`src/sv/fmac_pkg.sv`:
```
//------------------------------------------------------------------------------
// fmac_pkg: shared types, constants and functions
// Holds the AES round functions, the command record passed from the front end
// to the back end, and the block-level constants.
//------------------------------------------------------------------------------
package fmac_pkg;

  localparam logic [7:0] MAX_FRAME_BYTES = 8'd255;
  localparam logic [7:0] HDR_TAG         = 8'h49;
  localparam logic [7:0] PAD_BYTE        = 8'h80;
  localparam logic [7:0] DBL_POLY        = 8'h87;
  localparam int         QUEUE_DEPTH     = 4;
  localparam int         QPTR_W          = 2;

  localparam logic CFG_KEY_HIGH = 1'b0;
  localparam logic CFG_KEY_LOW  = 1'b1;

  // Block kinds handed to the back end.
  typedef enum logic [1:0] {
    BLK_HEADER   = 2'd0,
    BLK_MIDDLE   = 2'd1,
    BLK_LAST     = 2'd2,
    BLK_HDR_ONLY = 2'd3
  } blk_kind_t;

  typedef struct packed {
    blk_kind_t    kind;
    logic         subkey_k2;
    logic [127:0] data;
  } blk_cmd_t;

  typedef enum logic [1:0] {
    BE_IDLE  = 2'd0,
    BE_SUBK  = 2'd1,
    BE_RUN   = 2'd2
  } be_state_t;

  function automatic logic [7:0] sbox(input logic [7:0] x);
    logic [7:0] t [256];
    t = '{
      8'h63,8'h7c,8'h77,8'h7b,8'hf2,8'h6b,8'h6f,8'hc5,8'h30,8'h01,8'h67,8'h2b,8'hfe,8'hd7,8'hab,8'h76,
      8'hca,8'h82,8'hc9,8'h7d,8'hfa,8'h59,8'h47,8'hf0,8'had,8'hd4,8'ha2,8'haf,8'h9c,8'ha4,8'h72,8'hc0,
      8'hb7,8'hfd,8'h93,8'h26,8'h36,8'h3f,8'hf7,8'hcc,8'h34,8'ha5,8'he5,8'hf1,8'h71,8'hd8,8'h31,8'h15,
      8'h04,8'hc7,8'h23,8'hc3,8'h18,8'h96,8'h05,8'h9a,8'h07,8'h12,8'h80,8'he2,8'heb,8'h27,8'hb2,8'h75,
      8'h09,8'h83,8'h2c,8'h1a,8'h1b,8'h6e,8'h5a,8'ha0,8'h52,8'h3b,8'hd6,8'hb3,8'h29,8'he3,8'h2f,8'h84,
      8'h53,8'hd1,8'h00,8'hed,8'h20,8'hfc,8'hb1,8'h5b,8'h6a,8'hcb,8'hbe,8'h39,8'h4a,8'h4c,8'h58,8'hcf,
      8'hd0,8'hef,8'haa,8'hfb,8'h43,8'h4d,8'h33,8'h85,8'h45,8'hf9,8'h02,8'h7f,8'h50,8'h3c,8'h9f,8'ha8,
      8'h51,8'ha3,8'h40,8'h8f,8'h92,8'h9d,8'h38,8'hf5,8'hbc,8'hb6,8'hda,8'h21,8'h10,8'hff,8'hf3,8'hd2,
      8'hcd,8'h0c,8'h13,8'hec,8'h5f,8'h97,8'h44,8'h17,8'hc4,8'ha7,8'h7e,8'h3d,8'h64,8'h5d,8'h19,8'h73,
      8'h60,8'h81,8'h4f,8'hdc,8'h22,8'h2a,8'h90,8'h88,8'h46,8'hee,8'hb8,8'h14,8'hde,8'h5e,8'h0b,8'hdb,
      8'he0,8'h32,8'h3a,8'h0a,8'h49,8'h06,8'h24,8'h5c,8'hc2,8'hd3,8'hac,8'h62,8'h91,8'h95,8'he4,8'h79,
      8'he7,8'hc8,8'h37,8'h6d,8'h8d,8'hd5,8'h4e,8'ha9,8'h6c,8'h56,8'hf4,8'hea,8'h65,8'h7a,8'hae,8'h08,
      8'hba,8'h78,8'h25,8'h2e,8'h1c,8'ha6,8'hb4,8'hc6,8'he8,8'hdd,8'h74,8'h1f,8'h4b,8'hbd,8'h8b,8'h8a,
      8'h70,8'h3e,8'hb5,8'h66,8'h48,8'h03,8'hf6,8'h0e,8'h61,8'h35,8'h57,8'hb9,8'h86,8'hc1,8'h1d,8'h9e,
      8'he1,8'hf8,8'h98,8'h11,8'h69,8'hd9,8'h8e,8'h94,8'h9b,8'h1e,8'h87,8'he9,8'hce,8'h55,8'h28,8'hdf,
      8'h8c,8'ha1,8'h89,8'h0d,8'hbf,8'he6,8'h42,8'h68,8'h41,8'h99,8'h2d,8'h0f,8'hb0,8'h54,8'hbb,8'h16
    };
    return t[x];
  endfunction

  function automatic logic [7:0] xt(input logic [7:0] x);
    return {x[6:0], 1'b0} ^ (x[7] ? 8'h1b : 8'h00);
  endfunction

  // Byte i of a block sits in bits 127-8*i downto 120-8*i.
  function automatic logic [7:0] get_b(input logic [127:0] v, input int i);
    return v[127-8*i -: 8];
  endfunction

  // One AES round on state s; last drops the column mix.
  function automatic logic [127:0] aes_round(input logic [127:0] s, input logic [127:0] rk,
                                             input logic last);
    logic [7:0]   t [16];
    logic [7:0]   a0, a1, a2, a3, al;
    logic [127:0] o;
    for (int r = 0; r < 4; r++) begin
      for (int c = 0; c < 4; c++) begin
        t[r+4*c] = sbox(get_b(s, r + 4*((c + r) % 4)));
      end
    end
    if (!last) begin
      for (int c = 0; c < 4; c++) begin
        a0 = t[4*c]; a1 = t[4*c+1]; a2 = t[4*c+2]; a3 = t[4*c+3];
        al = a0 ^ a1 ^ a2 ^ a3;
        t[4*c]   = a0 ^ al ^ xt(a0 ^ a1);
        t[4*c+1] = a1 ^ al ^ xt(a1 ^ a2);
        t[4*c+2] = a2 ^ al ^ xt(a2 ^ a3);
        t[4*c+3] = a3 ^ al ^ xt(a3 ^ a0);
      end
    end
    for (int i = 0; i < 16; i++) begin
      o[127-8*i -: 8] = t[i];
    end
    return o ^ rk;
  endfunction

  // Next round key from the previous one.
  function automatic logic [127:0] key_step(input logic [127:0] k, input logic [7:0] rcon);
    logic [31:0] w0, w1, w2, w3, tw;
    w0 = k[127:96]; w1 = k[95:64]; w2 = k[63:32]; w3 = k[31:0];
    tw = {sbox(w3[23:16]) ^ rcon, sbox(w3[15:8]), sbox(w3[7:0]), sbox(w3[31:24])};
    w0 = w0 ^ tw;
    w1 = w1 ^ w0;
    w2 = w2 ^ w1;
    w3 = w3 ^ w2;
    return {w0, w1, w2, w3};
  endfunction

  function automatic logic [127:0] gf_dbl(input logic [127:0] v);
    return {v[126:0], 1'b0} ^ (v[127] ? {120'd0, DBL_POLY} : 128'd0);
  endfunction

endpackage

```
`src/sv/fmac_front.sv`:
```
//------------------------------------------------------------------------------
// fmac_front: frame parser and block gatherer
// Accepts items, builds the header block, packs payload bytes into blocks and
// queues each finished block with its kind for the back end.
//------------------------------------------------------------------------------
module fmac_front (
  input  logic                clk,
  input  logic                rst_n,
  input  logic                in_valid,
  output logic                in_ready,
  input  logic [7:0]          in_data_byte,
  input  logic                in_first_of_frame,
  input  logic [7:0]          in_frame_length,
  input  logic [31:0]         in_device_address,
  input  logic                in_direction,
  input  logic [31:0]         in_frame_counter,
  output logic                q_valid,
  input  logic                q_pop,
  output fmac_pkg::blk_cmd_t  q_head
);
  import fmac_pkg::*;

  blk_cmd_t          q_mem_r [QUEUE_DEPTH];
  logic [QPTR_W-1:0] wp_r, rp_r;
  logic [QPTR_W:0]   cnt_r, cnt_nxt;
  logic [127:0]      buf_r, buf_nxt;
  logic [4:0]        fill_r, fill_nxt;
  logic [7:0]        rem_r, rem_nxt;
  logic              act_r, act_nxt;
  logic              acc;
  logic              push, push2;
  blk_cmd_t          cmd_a, cmd_b;
  logic [127:0]      hdr, pbuf, padded;
  logic [3:0]        pidx;
  logic [7:0]        len;
  logic [4:0]        pfill;
  logic [7:0]        prem;

  // Two free slots are kept so that a header and a final block can go in at once.
  assign in_ready = (cnt_r <= (QPTR_W+1)'(QUEUE_DEPTH - 2));
  assign acc      = in_valid && in_ready;
  assign len      = in_frame_length;

  always_comb begin
    hdr = 128'd0;
    hdr[127:120] = HDR_TAG;
    hdr[127-40 -: 8] = {7'd0, in_direction};
    for (int i = 0; i < 4; i++) begin
      hdr[127-8*(6+i) -: 8]  = in_device_address[8*i +: 8];
      hdr[127-8*(10+i) -: 8] = in_frame_counter[8*i +: 8];
    end
    hdr[7:0] = len;
  end

  always_comb begin
    buf_nxt  = buf_r;
    fill_nxt = fill_r;
    rem_nxt  = rem_r;
    act_nxt  = act_r;
    push     = 1'b0;
    push2    = 1'b0;
    cmd_a    = '{kind: BLK_MIDDLE, subkey_k2: 1'b0, data: 128'd0};
    cmd_b    = cmd_a;
    pbuf     = buf_r;
    pfill    = fill_r;
    prem     = rem_r;
    padded   = 128'd0;
    pidx     = 4'd0;
    if (acc) begin
      if (in_first_of_frame) begin
        if (len == 8'd0) begin
          push  = 1'b1;
          cmd_a = '{kind: BLK_HDR_ONLY, subkey_k2: 1'b0, data: hdr};
          act_nxt = 1'b0;
          rem_nxt = 8'd0;
          fill_nxt = 5'd0;
        end else begin
          push  = 1'b1;
          cmd_a = '{kind: BLK_HEADER, subkey_k2: 1'b0, data: hdr};
          pbuf  = 128'd0;
          pfill = 5'd0;
          prem  = len;
        end
      end
      if ((in_first_of_frame && len != 8'd0) || (!in_first_of_frame && act_r)) begin
        pidx = pfill[3:0];
        pbuf[127-8*pidx -: 8] = in_data_byte;
        pfill = pfill + 5'd1;
        prem  = prem - 8'd1;
        if (prem == 8'd0) begin
          padded = pbuf;
          if (pfill != 5'd16) begin
            padded[127-8*pfill[3:0] -: 8] = PAD_BYTE;
          end
          cmd_b = '{kind: BLK_LAST, subkey_k2: pfill != 5'd16, data: padded};
          act_nxt  = 1'b0;
          fill_nxt = 5'd0;
          rem_nxt  = 8'd0;
          buf_nxt  = 128'd0;
        end else if (pfill == 5'd16) begin
          cmd_b    = '{kind: BLK_MIDDLE, subkey_k2: 1'b0, data: pbuf};
          act_nxt  = 1'b1;
          fill_nxt = 5'd0;
          rem_nxt  = prem;
          buf_nxt  = 128'd0;
        end else begin
          act_nxt  = 1'b1;
          fill_nxt = pfill;
          rem_nxt  = prem;
          buf_nxt  = pbuf;
        end
        if (prem == 8'd0 || pfill == 5'd16) begin
          if (push) begin
            push2 = 1'b1;
          end else begin
            push  = 1'b1;
            cmd_a = cmd_b;
          end
        end
      end
    end
  end

  always_comb begin
    cnt_nxt = cnt_r + (QPTR_W+1)'(push) + (QPTR_W+1)'(push2) - (QPTR_W+1)'(q_pop);
  end

  always_ff @(posedge clk) begin
    buf_r <= buf_nxt;
    if (push) begin
      q_mem_r[wp_r] <= cmd_a;
    end
    if (push2) begin
      q_mem_r[wp_r + QPTR_W'(1)] <= cmd_b;
    end
    if (!rst_n) begin
      wp_r   <= '0;
      rp_r   <= '0;
      cnt_r  <= '0;
      fill_r <= 5'd0;
      rem_r  <= 8'd0;
      act_r  <= 1'b0;
    end else begin
      wp_r   <= wp_r + QPTR_W'(push) + QPTR_W'(push2);
      rp_r   <= rp_r + QPTR_W'(q_pop);
      cnt_r  <= cnt_nxt;
      fill_r <= fill_nxt;
      rem_r  <= rem_nxt;
      act_r  <= act_nxt;
    end
  end

  assign q_valid = (cnt_r != '0);
  assign q_head  = q_mem_r[rp_r];
endmodule

```
`config.mk`:
```
export PLATFORM = sky130hd
export DESIGN_NAME = fmac_front
export DESIGN_NICKNAME = d
export VERILOG_FILES = /design/src/sv/fmac_pkg.sv /design/src/sv/fmac_front.sv
export SDC_FILE = /design/constraint.sdc
export NUM_CORES = 1
export LEC_CHECK = 0
export BUFFER_PORTS_ARGS = -buffer_cell sky130_fd_sc_hd__buf_2
export CAP_MARGIN = 10
export CELL_PAD_IN_SITES_DETAIL_PLACEMENT = 0
export CELL_PAD_IN_SITES_GLOBAL_PLACEMENT = 1
export CORE_MARGIN = 2
export CORE_UTILIZATION = 23
export DETAILED_ROUTE_END_ITERATION = 10
export PLACE_DENSITY = 0.45
export SETUP_SLACK_MARGIN = 0.3
export SLEW_MARGIN = 15
export SYNTH_ARGS = -nofsm -noshare
export SYNTH_HDL_FRONTEND = slang
export SYNTH_SLANG_ARGS = --single-unit
```
`constraint.sdc`:
```
create_clock -name clk -period 16.8 [get_ports clk]
set_input_delay 0.84 -clock clk [delete_from_list [all_inputs] [get_ports clk]]
set_output_delay 0.84 -clock clk [all_outputs]
set_load 0.02 [all_outputs]
```
==> reports/results.tsv <==
metric	value	unit
synth_top_area_share	61.6	%
fin_hold_ws	0.485	ns
min-delay-start	fill_r[4]$_SDFFE_PN0P_	
synth_top_area_cell	edfxtp_1	
grt_use_total	16.5	%
cap_violations	0	
crit_chain	buf_2, or4_1, o41ai_4, buf_4, nand2_1, inv_1, ha_1, ha_1, nor2b_1, nand3_1, o21ai_4, a21oi_4, o21ai_4, buf_4, buf_4	
hpwl	75500	um
r2r_start	fill_r[1]$_SDFFE_PN0P_	
drive_gt1_share	21.7	%
core_area	137000	um2
synth_mux_area_share	9.50	%
fin_skew	0.0201	ns
cts_tree	yes	
startpoint_type	input pin	
dpl_cell_area	34800	um2
fin_tns_setup	0	ns
irDropWorstVdd	0.0663	mV
hold_viol_final	0	
critical_path_class	in -> reg	
outcome	complete, no violations	
synth_nets	2569	
use_met2	27.8	%
holdBufCountCts	0	
synth-async-reset-ratio	0	%
synth-edff-count	652	
dieWidth	376	um
antenna_found_initial	13	
synthTopCellsByArea	edfxtp_1 (62%), mux4_2 (9.3%), nor2_1 (5.3%)	
root_buffer	clkbuf_16	
routed_wl	118000	um
num_vias	21640	
power.density	123	nW/um2
numCtsBuffers	82	
grt_max_degree	115	
die_h	376	um
critPathMaxStageDelay	0.73	ns
dieArea	141000	um2
final_util	27.2	%
std_cell_rows	136	
synth-seq-cells	673	
r2r_cells	11	
ys_seq_area_share	63.0	%
leakage	12.4	nW
port_buffers	218	
timing.rr.end	q_mem_r[3][76]$_DFFE_PP_	
netlist_area	31800	um2
antenna_left	0	
worstPathArrival	6.90	ns
synth_top_family_by_area	simple AND/OR/NAND/NOR gates	
pin_count	219	
start_util	23.1	%
synth_fa_ha_area_share	0.662	%
grt_pass1_vias	21784	
slowest_stage	or4_1	
grt_use_met1	22.2	%
min_path_cells	2	
grt_pass1_wl	167000	um
drv_slew	0	
synth-simple-area-share	15.5	%
worst_pin_slew	1.21	ns
ys_warn_count	0	
path_max_fanout	70	
area_delta_synth_final	17.5	%
drc_errors	0	
viasPerCell	4.82	
drt_first_pass_iters	5	
cts.sinks	673	
gr-total-overflow	0	
ys.flop_type	edfxtp_1	
setup_viol	0	
clock_latency	0.65	ns
clk_pin_slew	0.06	ns
max_freq	151	MHz
grt.busiest_layer	met2	
synth-xor-area-share	0.331	%
ff2ff_setup_slack	11.54	ns
rsz0062_at_grt	false	
whs_endpoint	fill_r[4]$_SDFFE_PN0P_	
fin_crit_sh	39.5	%
hold_path_class	reg -> reg	
path_delay_family	buffers and inverters	
synth_compound_area_share	8.14	%
fin_nets	2730	
dp_cells	4339	
drt_iter0_drc	1729	
synth_cell_types	78	
met3_usage	2.47	%
fin_cells	4493	
finalWeightedCongestion	0.784	
cts_resized	0	
slew_headroom	19.3	%
cts_setup_buffers	0	
syn_area_per_cell	12.9	um2
ctsHtreeMaxLevel	3	
wl_per_cell	26.3	um
min_period	6.63	ns
cts_buffer_depth	3	
netlist_instances	2468	
postLayoutCellArea	37300	um2
crit_path_end_kind	register	
crit_top_cell	buf_4	
cp.required	17.07	ns
path_buf_inv	5	
cells in the mapped netlist, drive strengths merged, types with 20 or more instances:
cell	count
a21oi	53
a22oi	48
a2bb2oi	27
a31oi	81
and2	99
and3	24
buf	91
clkbuf	99
dfxtp	21
edfxtp	652
inv	20
mux4	131
nand2	184
nand2b	20
nand3	86
nand4	21
nor2	449
nor2b	41
nor3	104
o21ai	86
registers in the layout, summed over array words and instances (netlist names):
signal and count:
fill_r 5, rem_r 8, wp_r 2, q_mem_r 524
buf_r 128, act_r 1, cnt_r 3, rp_r 2
placed cells by master (no fill, tap or decap), types with 21 or more instances in the layout:
| cell type | count |
|---|---|
| and3_1 | 24 |
| nor2b_1 | 41 |
| nor2_1 | 446 |
| nand2_1 | 183 |
| a22oi_1 | 45 |
| buf_4 | 48 |
| o21ai_0 | 76 |
| buf_2 | 218 |
| nand4_1 | 21 |
| edfxtp_1 | 652 |
| and2_1 | 99 |
| a31oi_1 | 80 |
| nor3_1 | 103 |
| mux4_2 | 131 |
| a21oi_1 | 39 |
| nand3_1 | 81 |
| clkbuf_16 | 82 |
logic make-up (layout without fill, tap and decap cells):
family / count (synthesis) / after routing
AO/OA/AOI/OAI: 365 / 365
XOR/XNOR: 12 / 12
adder cells (fa/ha/maj): 15 / 15
buffers and inverters: 211 / 440
flip-flops: 673 / 673
multiplexers: 137 / 137
other: 0 / 2
AND/OR/NAND/NOR: 1055 / 1055
layer usage:
| layer | vias up | wire, um |
|---|---|---|
| li1 | 9644 | - |
| met1 | 11190 | 51400 |
| met2 | 663 | 58300 |
| met3 | 135 | 6220 |
| met4 | 8 | 2410 |
| met5 | - | 57 |
worst register-to-register path, stage by stage, from the launching register on:
cell and delay, ns:
dfxtp_1 0.51, inv_1 0.29, nor2_1 0.32, ha_1 0.26, ha_1 0.40, nor2b_1 0.39
nand3_1 0.24, o21ai_4 0.16, a21oi_4 0.18, o21ai_4 0.66, buf_4 0.64, buf_4 0.79
worst max path at each step:
| stage | startpoint | to | slack (ns) | depth (start not counted) |
|---|---|---|---|---|
| 2_1_floorplan | in_frame_length[7] | q_mem_r[1][0]$_DFFE_PP_ | 2.46 | 18 |
| 3_3_place_gp | in_frame_length[7] | q_mem_r[3][65]$_DFFE_PP_ | 9.56 | 15 |
| 3_5_place_dp | in_frame_length[7] | q_mem_r[3][65]$_DFFE_PP_ | 9.48 | 15 |
| 4_1_cts | in_frame_length[7] | q_mem_r[3][76]$_DFFE_PP_ | 10.17 | 15 |
| 5_1_grt | in_frame_length[7] | q_mem_r[3][130]$_DFFE_PP_ | 9.84 | 15 |
| 6_report | in_frame_length[7] | q_mem_r[3][76]$_DFFE_PP_ | 10.17 | 15 |
per-stage QoR:
step | total power, W | worst slack, ns
finish | 0.00460 | 10.17
global route | 0.00480 | 9.84
CTS | 0.00468 | 10.17
detailed placement | 0.00296 | 9.48
global placement | 0.00294 | 9.56
floorplan | 0.00264 | 2.46
where the power goes:
part | internal, W | switching, W
clock network | 0.000976 | 0.000726
logic | 0.000261 | 0.000582
registers | 0.00202 | 0.0000427
total | 0.00325 | 0.00135
layout make-up:
cell class / count / area [um2]
Antenna cell: 2 / 5.00
Clock buffer: 104 / 2160
Clock inverter: 48 / 372
Fill cell: 14085 / 100000
Inverter: 21 / 83.8
Multi-Input combinational cell: 1584 / 11000
Sequential cell: 673 / 20000
Tap cell: 1794 / 2240
Timing Repair Buffer: 267 / 1470
(Power assumes the default switching activity.)
